<file path="src/sv/rhsv_pkg.sv">
// Shared types, constants and helper functions for the RGB/HSV pixel adjuster.
`default_nettype none
package rhsv_pkg;

  localparam int HUE_FULL   = 23040;
  localparam int HUE_SECTOR = 3840;
  localparam int Q_ONE      = 4096;
  localparam int DIV_STEPS  = 13;
  localparam int Q_DEPTH    = 4;
  localparam int Q_AW       = $clog2(Q_DEPTH);

  // reciprocal of 15 for 16-bit operands: y/15 = (y*RECIP15) >> 19
  localparam logic [16:0] RECIP15 = 17'd34953;

  localparam logic [1:0] REG_HUE = 2'd0;
  localparam logic [1:0] REG_SAT = 2'd1;
  localparam logic [1:0] REG_VAL = 2'd2;

  typedef enum logic [1:0] {
    SEL_RED,
    SEL_GREEN,
    SEL_BLUE
  } sel_t;

  typedef struct packed {
    logic [7:0] red_in;
    logic [7:0] green_in;
    logic [7:0] blue_in;
  } pix_in_t;

  typedef struct packed {
    logic [7:0] red_out;
    logic [7:0] green_out;
    logic [7:0] blue_out;
  } pix_out_t;

  typedef struct packed {
    logic signed [15:0] hue_off;
    logic signed [13:0] sat_off;
    logic signed [13:0] val_off;
  } cfg_t;

  // classified item as it waits in the queue
  typedef struct packed {
    logic [7:0] mx;
    logic [7:0] d;
    logic [7:0] a;
    sel_t       sel;
    logic       neg;
  } entry_t;

  typedef struct packed {
    logic full;
    logic empty;
  } q_stat_t;

  // one step of the two-lane restoring divider
  typedef struct packed {
    logic [7:0]  rem_s;
    logic [12:0] lo_s;
    logic [7:0]  rem_h;
    logic [12:0] lo_h;
    logic [7:0]  dh;
    logic [7:0]  mx;
    sel_t        sel;
    logic        neg;
  } div_t;

  typedef struct packed {
    logic [14:0] h;
    logic [12:0] s;
    logic [12:0] v;
  } hsv_t;

  function automatic div_t div_step(div_t a);
    div_t        n;
    logic [8:0]  rs;
    logic [8:0]  rh;
    logic        qs;
    logic        qh;
    n  = a;
    rs = {a.rem_s, a.lo_s[12]};
    rh = {a.rem_h, a.lo_h[12]};
    qs = (rs >= {1'b0, a.mx});
    qh = (rh >= {1'b0, a.dh});
    n.rem_s = qs ? 8'(rs - {1'b0, a.mx}) : rs[7:0];
    n.rem_h = qh ? 8'(rh - {1'b0, a.dh}) : rh[7:0];
    n.lo_s  = {a.lo_s[11:0], qs};
    n.lo_h  = {a.lo_h[11:0], qh};
    return n;
  endfunction

  // Q12 in 0..4096 to a byte: q*255/4096
  function automatic logic [7:0] to_byte(logic [12:0] q);
    logic [20:0] p;
    p = {q, 8'b0} - 21'(q);
    return p[19:12];
  endfunction

endpackage
`default_nettype wire

</file>
<file path="src/sv/rhsv_front.sv">
// Front end: finds max, min and hue sector of an incoming pixel.
`default_nettype none
module rhsv_front (
  input  var rhsv_pkg::pix_in_t pix,
  output var rhsv_pkg::entry_t  ent
);
  import rhsv_pkg::*;

  logic [7:0] r, g, b, mx, mn;
  logic [8:0] num;

  assign r = pix.red_in;
  assign g = pix.green_in;
  assign b = pix.blue_in;

  always_comb begin
    mx = r;
    mn = r;
    if (g > mx) mx = g;
    if (b > mx) mx = b;
    if (g < mn) mn = g;
    if (b < mn) mn = b;
  end

  always_comb begin
    ent.mx = mx;
    ent.d  = mx - mn;
    if (r == mx) begin
      ent.sel = SEL_RED;
      num     = {1'b0, g} - {1'b0, b};
    end else if (g == mx) begin
      ent.sel = SEL_GREEN;
      num     = {1'b0, b} - {1'b0, r};
    end else begin
      ent.sel = SEL_BLUE;
      num     = {1'b0, r} - {1'b0, g};
    end
    ent.neg = num[8];
    ent.a   = num[8] ? 8'(-num) : num[7:0];
  end

endmodule
`default_nettype wire

</file>
<file path="src/sv/rhsv_fifo.sv">
// Short queue between the classifying front end and the arithmetic back end.
`default_nettype none
module rhsv_fifo (
  input  var logic             clk,
  input  var logic             rst_n,
  input  var logic             push,
  input  var rhsv_pkg::entry_t wdata,
  input  var logic             pop,
  output var rhsv_pkg::entry_t rdata,
  output var rhsv_pkg::q_stat_t stat
);
  import rhsv_pkg::*;

  entry_t            mem [Q_DEPTH];
  logic [Q_AW-1:0]   wp_r, wp_nxt, rp_r, rp_nxt;
  logic [Q_AW:0]     cnt_r, cnt_nxt;

  assign stat.full  = (cnt_r == (Q_AW+1)'(Q_DEPTH));
  assign stat.empty = (cnt_r == '0);
  assign rdata      = mem[rp_r];

  always_comb begin
    wp_nxt  = push ? wp_r + 1'b1 : wp_r;
    rp_nxt  = pop ? rp_r + 1'b1 : rp_r;
    cnt_nxt = cnt_r + (Q_AW+1)'(push) - (Q_AW+1)'(pop);
  end

  always_ff @(posedge clk) begin
    if (!rst_n) begin
      wp_r  <= '0;
      rp_r  <= '0;
      cnt_r <= '0;
    end else begin
      wp_r  <= wp_nxt;
      rp_r  <= rp_nxt;
      cnt_r <= cnt_nxt;
    end
  end

  always_ff @(posedge clk) begin
    if (push) mem[wp_r] <= wdata;
  end

endmodule
`default_nettype wire

</file>
<file path="src/sv/rhsv_back.sv">
// Back end: divider pipeline, HSV adjust and conversion back to RGB.
`default_nettype none
module rhsv_back (
  input  var logic              clk,
  input  var logic              rst_n,
  input  var rhsv_pkg::cfg_t    cfg,
  input  var rhsv_pkg::q_stat_t qstat,
  input  var rhsv_pkg::entry_t  ent,
  output var logic              pop,
  output var logic              out_valid,
  input  var logic              out_stall,
  output var rhsv_pkg::pix_out_t out_data
);
  import rhsv_pkg::*;

  logic        en;
  div_t        div_r [DIV_STEPS+1];
  logic        dv_r  [DIV_STEPS+1];
  div_t        dinit;
  logic [20:0] nh, ns;

  hsv_t        hsv_r, hsv_nxt;
  logic        hv_r;
  logic [12:0] c2_r, v2_r, c3_r, m3_r, c4_r, m4_r, x4_r;
  logic [2:0]  sec2_r, sec3_r, sec4_r;
  logic [11:0] k2_r;
  logic [23:0] p3_r;
  logic        cv_r, pv_r, xv_r, ov_r;
  pix_out_t    out_r, out_nxt;

  // the whole pipe moves together whenever the output slot can take an item
  assign en        = !ov_r || !out_stall;
  assign pop       = en && !qstat.empty;
  assign out_valid = ov_r;
  assign out_data  = out_r;

  always_comb begin
    ns = 21'(ent.d) << 12;
    nh = (21'(ent.a) << 12) - (21'(ent.a) << 8);
    dinit.rem_s = ns[20:13];
    dinit.lo_s  = ns[12:0];
    dinit.rem_h = nh[20:13];
    dinit.lo_h  = nh[12:0];
    dinit.dh    = ent.d;
    dinit.mx    = ent.mx;
    dinit.sel   = ent.sel;
    dinit.neg   = ent.neg;
  end

  always_ff @(posedge clk) begin
    if (en) begin
      div_r[0] <= dinit;
      for (int i = 0; i < DIV_STEPS; i++) begin
        div_r[i+1] <= div_step(div_r[i]);
      end
    end
  end

  // adjust stage: hue, saturation and value plus offsets
  always_comb begin
    div_t               dq;
    logic [14:0]        hraw;
    logic [14:0]        q;
    logic signed [17:0] hs;
    logic [12:0]        sraw;
    logic signed [15:0] ss;
    logic [11:0]        w;
    logic [12:0]        vraw;
    logic signed [15:0] vs;
    dq   = div_r[DIV_STEPS];
    q    = {3'b000, dq.lo_h[11:0]};
    hraw = '0;
    if (dq.dh != '0) begin
      case (dq.sel)
        SEL_RED:   hraw = dq.neg ? ((q == '0) ? '0 : 15'(HUE_FULL) - q) : q;
        SEL_GREEN: hraw = dq.neg ? 15'(2*HUE_SECTOR) - q : 15'(2*HUE_SECTOR) + q;
        SEL_BLUE:  hraw = dq.neg ? 15'(4*HUE_SECTOR) - q : 15'(4*HUE_SECTOR) + q;
        default:   hraw = '0;
      endcase
    end
    hs = $signed({3'b000, hraw}) + 18'($signed(cfg.hue_off));
    if (hs < 0) begin
      if (hs + 18'sd23040 >= 0) hsv_nxt.h = 15'(hs + 18'sd23040);
      else hsv_nxt.h = 15'(hs + 18'sd46080);
    end else if (hs < 18'sd23040) begin
      hsv_nxt.h = 15'(hs);
    end else if (hs < 18'sd46080) begin
      hsv_nxt.h = 15'(hs - 18'sd23040);
    end else begin
      hsv_nxt.h = 15'(hs - 18'sd46080);
    end

    sraw = (dq.mx == '0) ? '0 : dq.lo_s;
    ss   = $signed({3'b000, sraw}) + 16'($signed(cfg.sat_off));
    if (ss < 0) hsv_nxt.s = '0;
    else if (ss > 16'sd4096) hsv_nxt.s = 13'(Q_ONE);
    else hsv_nxt.s = 13'(ss);

    // mx*4096/255 = 16*mx + (16*mx)/255
    w    = {dq.mx, 4'b0000};
    vraw = {1'b0, w} + 13'((13'(w) + 13'(w[11:8]) + 13'd1) >> 8);
    vs   = $signed({3'b000, vraw}) + 16'($signed(cfg.val_off));
    if (vs < 0) hsv_nxt.v = '0;
    else if (vs > 16'sd4096) hsv_nxt.v = 13'(Q_ONE);
    else hsv_nxt.v = 13'(vs);
  end

  always_ff @(posedge clk) begin
    logic [25:0] cp;
    logic [14:0] f;
    logic [2:0]  sec;
    if (en) begin
      hsv_r <= hsv_nxt;

      // chroma, sector and ramp weight
      cp = 26'(hsv_r.v) * 26'(hsv_r.s);
      if (hsv_r.h >= 15'(5*HUE_SECTOR)) begin
        sec = 3'd5; f = hsv_r.h - 15'(5*HUE_SECTOR);
      end else if (hsv_r.h >= 15'(4*HUE_SECTOR)) begin
        sec = 3'd4; f = hsv_r.h - 15'(4*HUE_SECTOR);
      end else if (hsv_r.h >= 15'(3*HUE_SECTOR)) begin
        sec = 3'd3; f = hsv_r.h - 15'(3*HUE_SECTOR);
      end else if (hsv_r.h >= 15'(2*HUE_SECTOR)) begin
        sec = 3'd2; f = hsv_r.h - 15'(2*HUE_SECTOR);
      end else if (hsv_r.h >= 15'(HUE_SECTOR)) begin
        sec = 3'd1; f = hsv_r.h - 15'(HUE_SECTOR);
      end else begin
        sec = 3'd0; f = hsv_r.h;
      end
      c2_r   <= cp[24:12];
      v2_r   <= hsv_r.v;
      sec2_r <= sec;
      k2_r   <= sec[0] ? 12'(15'(HUE_SECTOR) - f) : f[11:0];

      p3_r   <= 24'(25'(c2_r) * 25'(k2_r));
      c3_r   <= c2_r;
      m3_r   <= v2_r - c2_r;
      sec3_r <= sec2_r;

      x4_r   <= 13'((33'(p3_r[23:8]) * 33'(RECIP15)) >> 19);
      c4_r   <= c3_r;
      m4_r   <= m3_r;
      sec4_r <= sec3_r;

      out_r  <= out_nxt;
    end
  end

  always_comb begin
    logic [12:0] cr, cg, cb;
    case (sec4_r)
      3'd0:    begin cr = c4_r; cg = x4_r; cb = '0;   end
      3'd1:    begin cr = x4_r; cg = c4_r; cb = '0;   end
      3'd2:    begin cr = '0;   cg = c4_r; cb = x4_r; end
      3'd3:    begin cr = '0;   cg = x4_r; cb = c4_r; end
      3'd4:    begin cr = x4_r; cg = '0;   cb = c4_r; end
      default: begin cr = c4_r; cg = '0;   cb = x4_r; end
    endcase
    out_nxt.red_out   = to_byte(cr + m4_r);
    out_nxt.green_out = to_byte(cg + m4_r);
    out_nxt.blue_out  = to_byte(cb + m4_r);
  end

  always_ff @(posedge clk) begin
    if (!rst_n) begin
      for (int i = 0; i <= DIV_STEPS; i++) dv_r[i] <= 1'b0;
      hv_r <= 1'b0;
      cv_r <= 1'b0;
      pv_r <= 1'b0;
      xv_r <= 1'b0;
      ov_r <= 1'b0;
    end else if (en) begin
      dv_r[0] <= pop;
      for (int i = 0; i < DIV_STEPS; i++) dv_r[i+1] <= dv_r[i];
      hv_r <= dv_r[DIV_STEPS];
      cv_r <= hv_r;
      pv_r <= cv_r;
      xv_r <= pv_r;
      ov_r <= xv_r;
    end
  end

endmodule
`default_nettype wire

</file>
<file path="src/sv/rgb_hsv_adjust_pixel.sv">
// Top level of the RGB/HSV pixel adjuster: config registers, queue and pipes.
//
//   port group | dir | handshake         | payload
//   in_        | in  | in_valid/in_stall | pix_in_t  red, green, blue
//   out_       | out | out_valid/out_stall | pix_out_t red, green, blue
//   cfg_       | in  | cfg_valid/cfg_ready | cfg_index, cfg_data
//
// One pixel per clock sustained while out_ is not stalled. After acceptance
// an item passes a queue slot, the 13-step divider for saturation and hue,
// and 5 stages to out_valid. Reset clears the queue pointers, valid bits and
// offset registers. A stall on out_ while out_valid is high freezes the whole
// back pipe; the 4-entry queue absorbs input until full, then in_stall rises.
`default_nettype none
module rgb_hsv_adjust_pixel (
  input  var logic               clk,
  input  var logic               rst_n,
  input  var logic               in_valid,
  output var logic               in_stall,
  input  var rhsv_pkg::pix_in_t  in_data,
  output var logic               out_valid,
  input  var logic               out_stall,
  output var rhsv_pkg::pix_out_t out_data,
  input  var logic               cfg_valid,
  output var logic               cfg_ready,
  input  var logic [1:0]         cfg_index,
  input  var logic [15:0]        cfg_data
);
  import rhsv_pkg::*;

  cfg_t    cfg_r;
  entry_t  ent_in, ent_out;
  q_stat_t qstat;
  logic    push, pop;

  assign cfg_ready = 1'b1;
  assign in_stall  = qstat.full;
  assign push      = in_valid && !qstat.full;

  always_ff @(posedge clk) begin
    if (!rst_n) begin
      cfg_r <= '0;
    end else if (cfg_valid && cfg_ready) begin
      case (cfg_index)
        REG_HUE: cfg_r.hue_off <= cfg_data;
        REG_SAT: cfg_r.sat_off <= cfg_data[13:0];
        REG_VAL: cfg_r.val_off <= cfg_data[13:0];
        default: ;
      endcase
    end
  end

  rhsv_front u_front (
    .pix (in_data),
    .ent (ent_in)
  );

  rhsv_fifo u_fifo (
    .clk   (clk),
    .rst_n (rst_n),
    .push  (push),
    .wdata (ent_in),
    .pop   (pop),
    .rdata (ent_out),
    .stat  (qstat)
  );

  rhsv_back u_back (
    .clk       (clk),
    .rst_n     (rst_n),
    .cfg       (cfg_r),
    .qstat     (qstat),
    .ent       (ent_out),
    .pop       (pop),
    .out_valid (out_valid),
    .out_stall (out_stall),
    .out_data  (out_data)
  );

  a_reset_clears: assert property (@(posedge clk)
    !rst_n |=> !out_valid && !in_stall)
    else $error("pipe not empty after reset");

  a_full_from_push: assert property (@(posedge clk) disable iff (!rst_n)
    $rose(in_stall) |-> $past(in_valid && !in_stall))
    else $error("queue filled without an accepted item");

  a_pop_needs_item: assert property (@(posedge clk) disable iff (!rst_n)
    pop |-> !qstat.empty)
    else $error("queue read while empty");

endmodule
`default_nettype wire
</file>
<file path="config.mk">
export PLATFORM = sky130hd
export DESIGN_NAME = rgb_hsv_adjust_pixel
export DESIGN_NICKNAME = d
export VERILOG_FILES = /design/src/sv/rhsv_pkg.sv /design/src/sv/rhsv_front.sv /design/src/sv/rhsv_fifo.sv /design/src/sv/rhsv_back.sv /design/src/sv/rgb_hsv_adjust_pixel.sv
export SDC_FILE = /design/constraint.sdc
export NUM_CORES = 2
export LEC_CHECK = 0
export BUFFER_PORTS_ARGS = -buffer_cell sky130_fd_sc_hd__buf_4
export CELL_PAD_IN_SITES_DETAIL_PLACEMENT = 1
export CELL_PAD_IN_SITES_GLOBAL_PLACEMENT = 2
export CORE_ASPECT_RATIO = 1.5
export CORE_MARGIN = 2
export CORE_UTILIZATION = 44
export DETAILED_ROUTE_END_ITERATION = 12
export HOLD_SLACK_MARGIN = 0.15
export PLACE_DENSITY_LB_ADDON = 0.1
export SLEW_MARGIN = 20
export SYNTH_ARGS = -nofsm -noshare
export SYNTH_HDL_FRONTEND = slang
export SYNTH_SLANG_ARGS = --single-unit
</file>
<file path="constraint.sdc">
create_clock -name clk -period 34.2 [get_ports clk]
set_input_delay 6.84 -clock clk [delete_from_list [all_inputs] [get_ports clk]]
set_output_delay 6.84 -clock clk [all_outputs]
set_load 0.03 [all_outputs]
</file>
==> key figures <==
Yosys
  • Syn. warnings: 0
  • Synth Cell Area: between 60,000 and 70,000 um^2
  • Synth cell types: between 90 and 100
  • Share of the synthesized area in the top cell type: 0.446
  • Top FF cell, synth: edfxtp_1
  • Largest area contributor in the netlist: edfxtp_1
  • Sequential fraction of the synthesis area: 0.467
  • Number of synthesized flops with an enable pin: 956
  • Synth Net Count: between 6,000 and 7,000
  • Flops & latches, synth: 1,023
  • Syn_area_per_cell: around 11 um^2
  • Ranking of synthesized cells by area: edfxtp_1 (45%), ha_1 (12%), fa_1 (8.8%), inv_1 (4.7%), nand2_1 (3.7%)
  • Gate Count Post-Synth: about 5,800
  • Asr flop ratio synth: 0

Global route
  • Antenna violations before repair: 2
  • Largest net degree at the start of global routing: 196
  • Vias in the first global route: ~45,000
  • Gr usage total: 0.207
  • Grt total ovfl: 0
  • First-pass GRT wire length: ~240,000 um

Setup path
  • Max incr delay on CP: roughly 490 ps
  • R2R Path End: u_back.c2_r[12]
  • Slowest cell on crit path: a21oi_1
  • R2r startpoint: u_back.hsv_r[6]
  • Worst setup startpoint: in_data[14]
  • Critical path capture point: u_fifo.mem[1][7]
  • Worst EP arrival: 13,090 ps
  • Crit start category: primary input
  • Critical Path Sink Type: flop
  • Crit-path cells: buf_4 -> inv_1 -> ha_1 -> a21oi_1 -> nor3b_1 -> nand3_1 -> and2_0 -> a21oi_1 -> ha_1 -> and3_4 -> a221o_1 -> a22oi_2 -> buf_6 -> nand4_1 -> a32oi_1 -> nor4_4 -> buf_4 -> mux2_2 -> mux2i_1 -> inv_1 -> ha_1 -> a21oi_1 -> xor2_1
  • R2r setup slk: roughly 27,000 ps
  • Max Fanout on Critical Path: 19
  • Register-to-Register Path Depth: 20
  • Worst Setup Path Type: primary input to flop
  • CP required: 34,710 ps

CTS
  • CTS max path bufs: 3
  • Clk slew on worst S/H paths: about 60 ps
  • TritonCTS clock tree: built
  • Skew-Pair Late Insertion Delay: between 700 and 800 ps
  • Clock sink total: between 1,000 and 1,500
  • Post-CTS sizing: 0
  • Root buffer cell: clkbuf_16
  • H-tree Lvls: 3
  • Setup bufs post-CTS: 0
  • TritonCTS Buffers: 102
  • # hold bufs at CTS: 0

Floorplanning
  • Initial Util: 0.441
  • CORE AREA: between 100,000 and 150,000 um^2
  • Row count: between 150 and 200
  • Top-Level Pins: 74
  • Die ar.: 150,000 um^2
  • Die Y: ~470 um
  • Die Wd: approximately 320 um

Route
  • Drt pass-1 iters: 5
  • ANT nets after route: 0
  • Routed vias: ~42,000
  • Remaining DRCs: 0
  • Vias/cell: about 5.3
  • WL/cell: about 20 um
  • Initial drt markers: between 1,500 and 2,000
  • Routed Wire Length: 153,000 um

STA
  • Fin crit share: 0.368
  • Slew at the pin closest to its max-slew limit: around 1100 ps
  • Final Hold Fails: 0
  • Max Clock Freq: 0.0795 GHz
  • Fin crit period: about 13,000 ps
  • Slew Viols, Final: 0
  • Slew headroom: 0.271
  • Total negative slack: 0 ps
  • Finish-stage setup viols: 0
  • RSZ-0062 raised after global routing: false
  • Clock skew: approximately 38 ps

Finish
  • Area of the multi-input gates: slightly above 30,000 um^2
  • Layout cells sized above 1: 0.0546
  • Nets: roughly 6,800
  • Layout fillers: about 16,000
  • Area Growth Syn to Fin: 9.58%
  • Reg area: around 30,000 um^2

Min path
  • Hold crit path type: flop to flop
  • Cells on Worst Hold Path: 0

Placement
  • Detail Placement HPWL: between 100,000 and 150,000 um
  • Port bufs: a little over 70
  • Gpl congestion: approximately 0.85

Run status
  • Status: complete, no violations

Run
  • Max-Cap Viols: 0
-- state kept, by name, indices dropped and copies added (netlist names), 12 cells and up, named ones only --
name,cells
u_back.out_data,24
u_back.c2_r,13
u_back.hsv_r,41
u_back.m3_r,13
u_back.dv_r,14
u_back.div_r,650
u_back.k2_r,12
u_back.c3_r,13
u_back.p3_r,16
cfg_r,44
u_back.v2_r,13
u_fifo.mem,108
u_back.m4_r,13
u_back.x4_r,13
u_back.c4_r,13
-- worst min-delay path by stage --
stage / startpoint / endpoint / slack, ps
finish: u_back.div_r[2][165] / u_back.div_r[2][227] / 400
global route: u_back.div_r[0][213] / u_back.div_r[1][31] / 410
CTS: u_back.div_r[0][183] / u_back.div_r[1][0] / 390
detailed placement: u_back.div_r[0][2] / u_back.div_r[0][63] / 410
global placement: u_back.div_r[2][44] / u_back.div_r[2][106] / 400
floorplan: u_back.c3_r[0] / u_back.c4_r[0] / 400
-- through the flow --
| step | std cells | utilization | setup slack (ps) | area (um^2) | hold WS (ps) |
|---|---|---|---|---|---|
| global placement | 7636 | 0.460 | 20680 | 67100 | 401 |
| detailed placement | 7636 | 0.460 | 20540 | 67100 | 405 |
| global route | 7828 | 0.484 | 21080 | 70600 | 407 |
| CTS | 7826 | 0.484 | 21290 | 70600 | 390 |
| floorplan | 5760 | - | 2070 | 64400 | 400 |
| finish | 7829 | 0.484 | 21630 | 70600 | 403 |
-- cells in the final DEF (no fill, tap or decap), types with 17 or more instances in the layout --
master and instances:
nand2b_1 46, and2_1 161, clkbuf_16 103, xnor2_1 161, edfxtp_1 956, a211oi_1 18
nor2b_1 109, ha_1 615, buf_4 100, nand2_1 637, dfxtp_1 66, nand4_1 44
and3_1 24, o31ai_1 54, nor3_1 47, o21ai_0 324, a31oi_1 20, a21o_1 71
or4_1 31, nand3_1 47, mux2i_1 56, clkbuf_1 17, a21boi_0 105, inv_1 803
a21oi_1 213, o21bai_1 21, nor2_1 271, o211a_1 27, xor2_1 124, a22o_1 34
fa_1 282, mux4_2 26, o21a_1 34
-- cells in the mapped netlist (6+ instances only) --
cell / count
mux2i_1: 56
nand4_1: 44
clkbuf_1: 131
a211o_1: 12
dfxtp_1: 67
or3_1: 16
nor3b_1: 13
inv_1: 804
mux2_2: 7
fa_1: 282
a211oi_1: 18
a21boi_0: 105
o2111a_1: 8
nand2_1: 637
and3_1: 24
nor2b_1: 109
a31oi_1: 20
mux4_2: 26
o21ai_0: 324
nor4_1: 10
edfxtp_1: 956
nand2b_1: 46
and2_1: 161
o21a_1: 34
nor3_1: 47
o21ai_1: 6
or4_1: 31
o21bai_1: 21
o31ai_1: 54
o211ai_1: 14
a22o_1: 34
nor2_1: 271
xor2_1: 124
nand3b_1: 8
a21o_1: 71
o211a_1: 27
a21oi_1: 213
nand3_1: 47
xnor2_1: 161
ha_1: 615
-- kinds of logic (layout without fill, tap and decap cells) --
logic type                 after synthesis  count (layout)  synth area share
DFF                                   1023            1023             0.467
other                                    1               3         0.0000582
muxes                                   89              89            0.0190
AOI/OAI and AO/OA                     1029            1029             0.103
adders and majority gates              897             897             0.207
and+or+nand+nor                       1491            1491             0.110
xor gates and xnor gates               285             285            0.0388
buffers and inverters                  945            1098            0.0554
-- critical path: cells and delay by family --
family | cells | cell delay (ps)
AOI/OAI and AO/OA | 6 | 1940
xor gates and xnor gates | 1 | 290
adders and majority gates | 3 | 980
buffers and inverters | 5 | 800
muxes | 2 | 750
and+or+nand+nor | 6 | 1470
-- per-layer routing --
layer / vias up / GRT usage / part of all wire
li1: 20000 / - / -
met3: 233 / 0.0186 / 0.020
met4: 2 / 0.0899 / 0.043
met5: - / 0 / 0.000085
met1: 20900 / 0.216 / 0.37
met2: 425 / 0.412 / 0.57
-- area by class of cell --
type / count / area share
tap: 1914 / 0.0339
multi-input combinational: 3792 / 0.436
inverter: 805 / 0.0429
sequential: 1023 / 0.426
clock inverter: 70 / 0.0121
antenna: 2 / 0.0000709
timing repair buffer: 103 / 0.0114
clock buffer: 120 / 0.0374
Power is left out: the tool's default activity adds up to more than one toggle a clock period on the data nets, which glitch-free logic cannot reach.
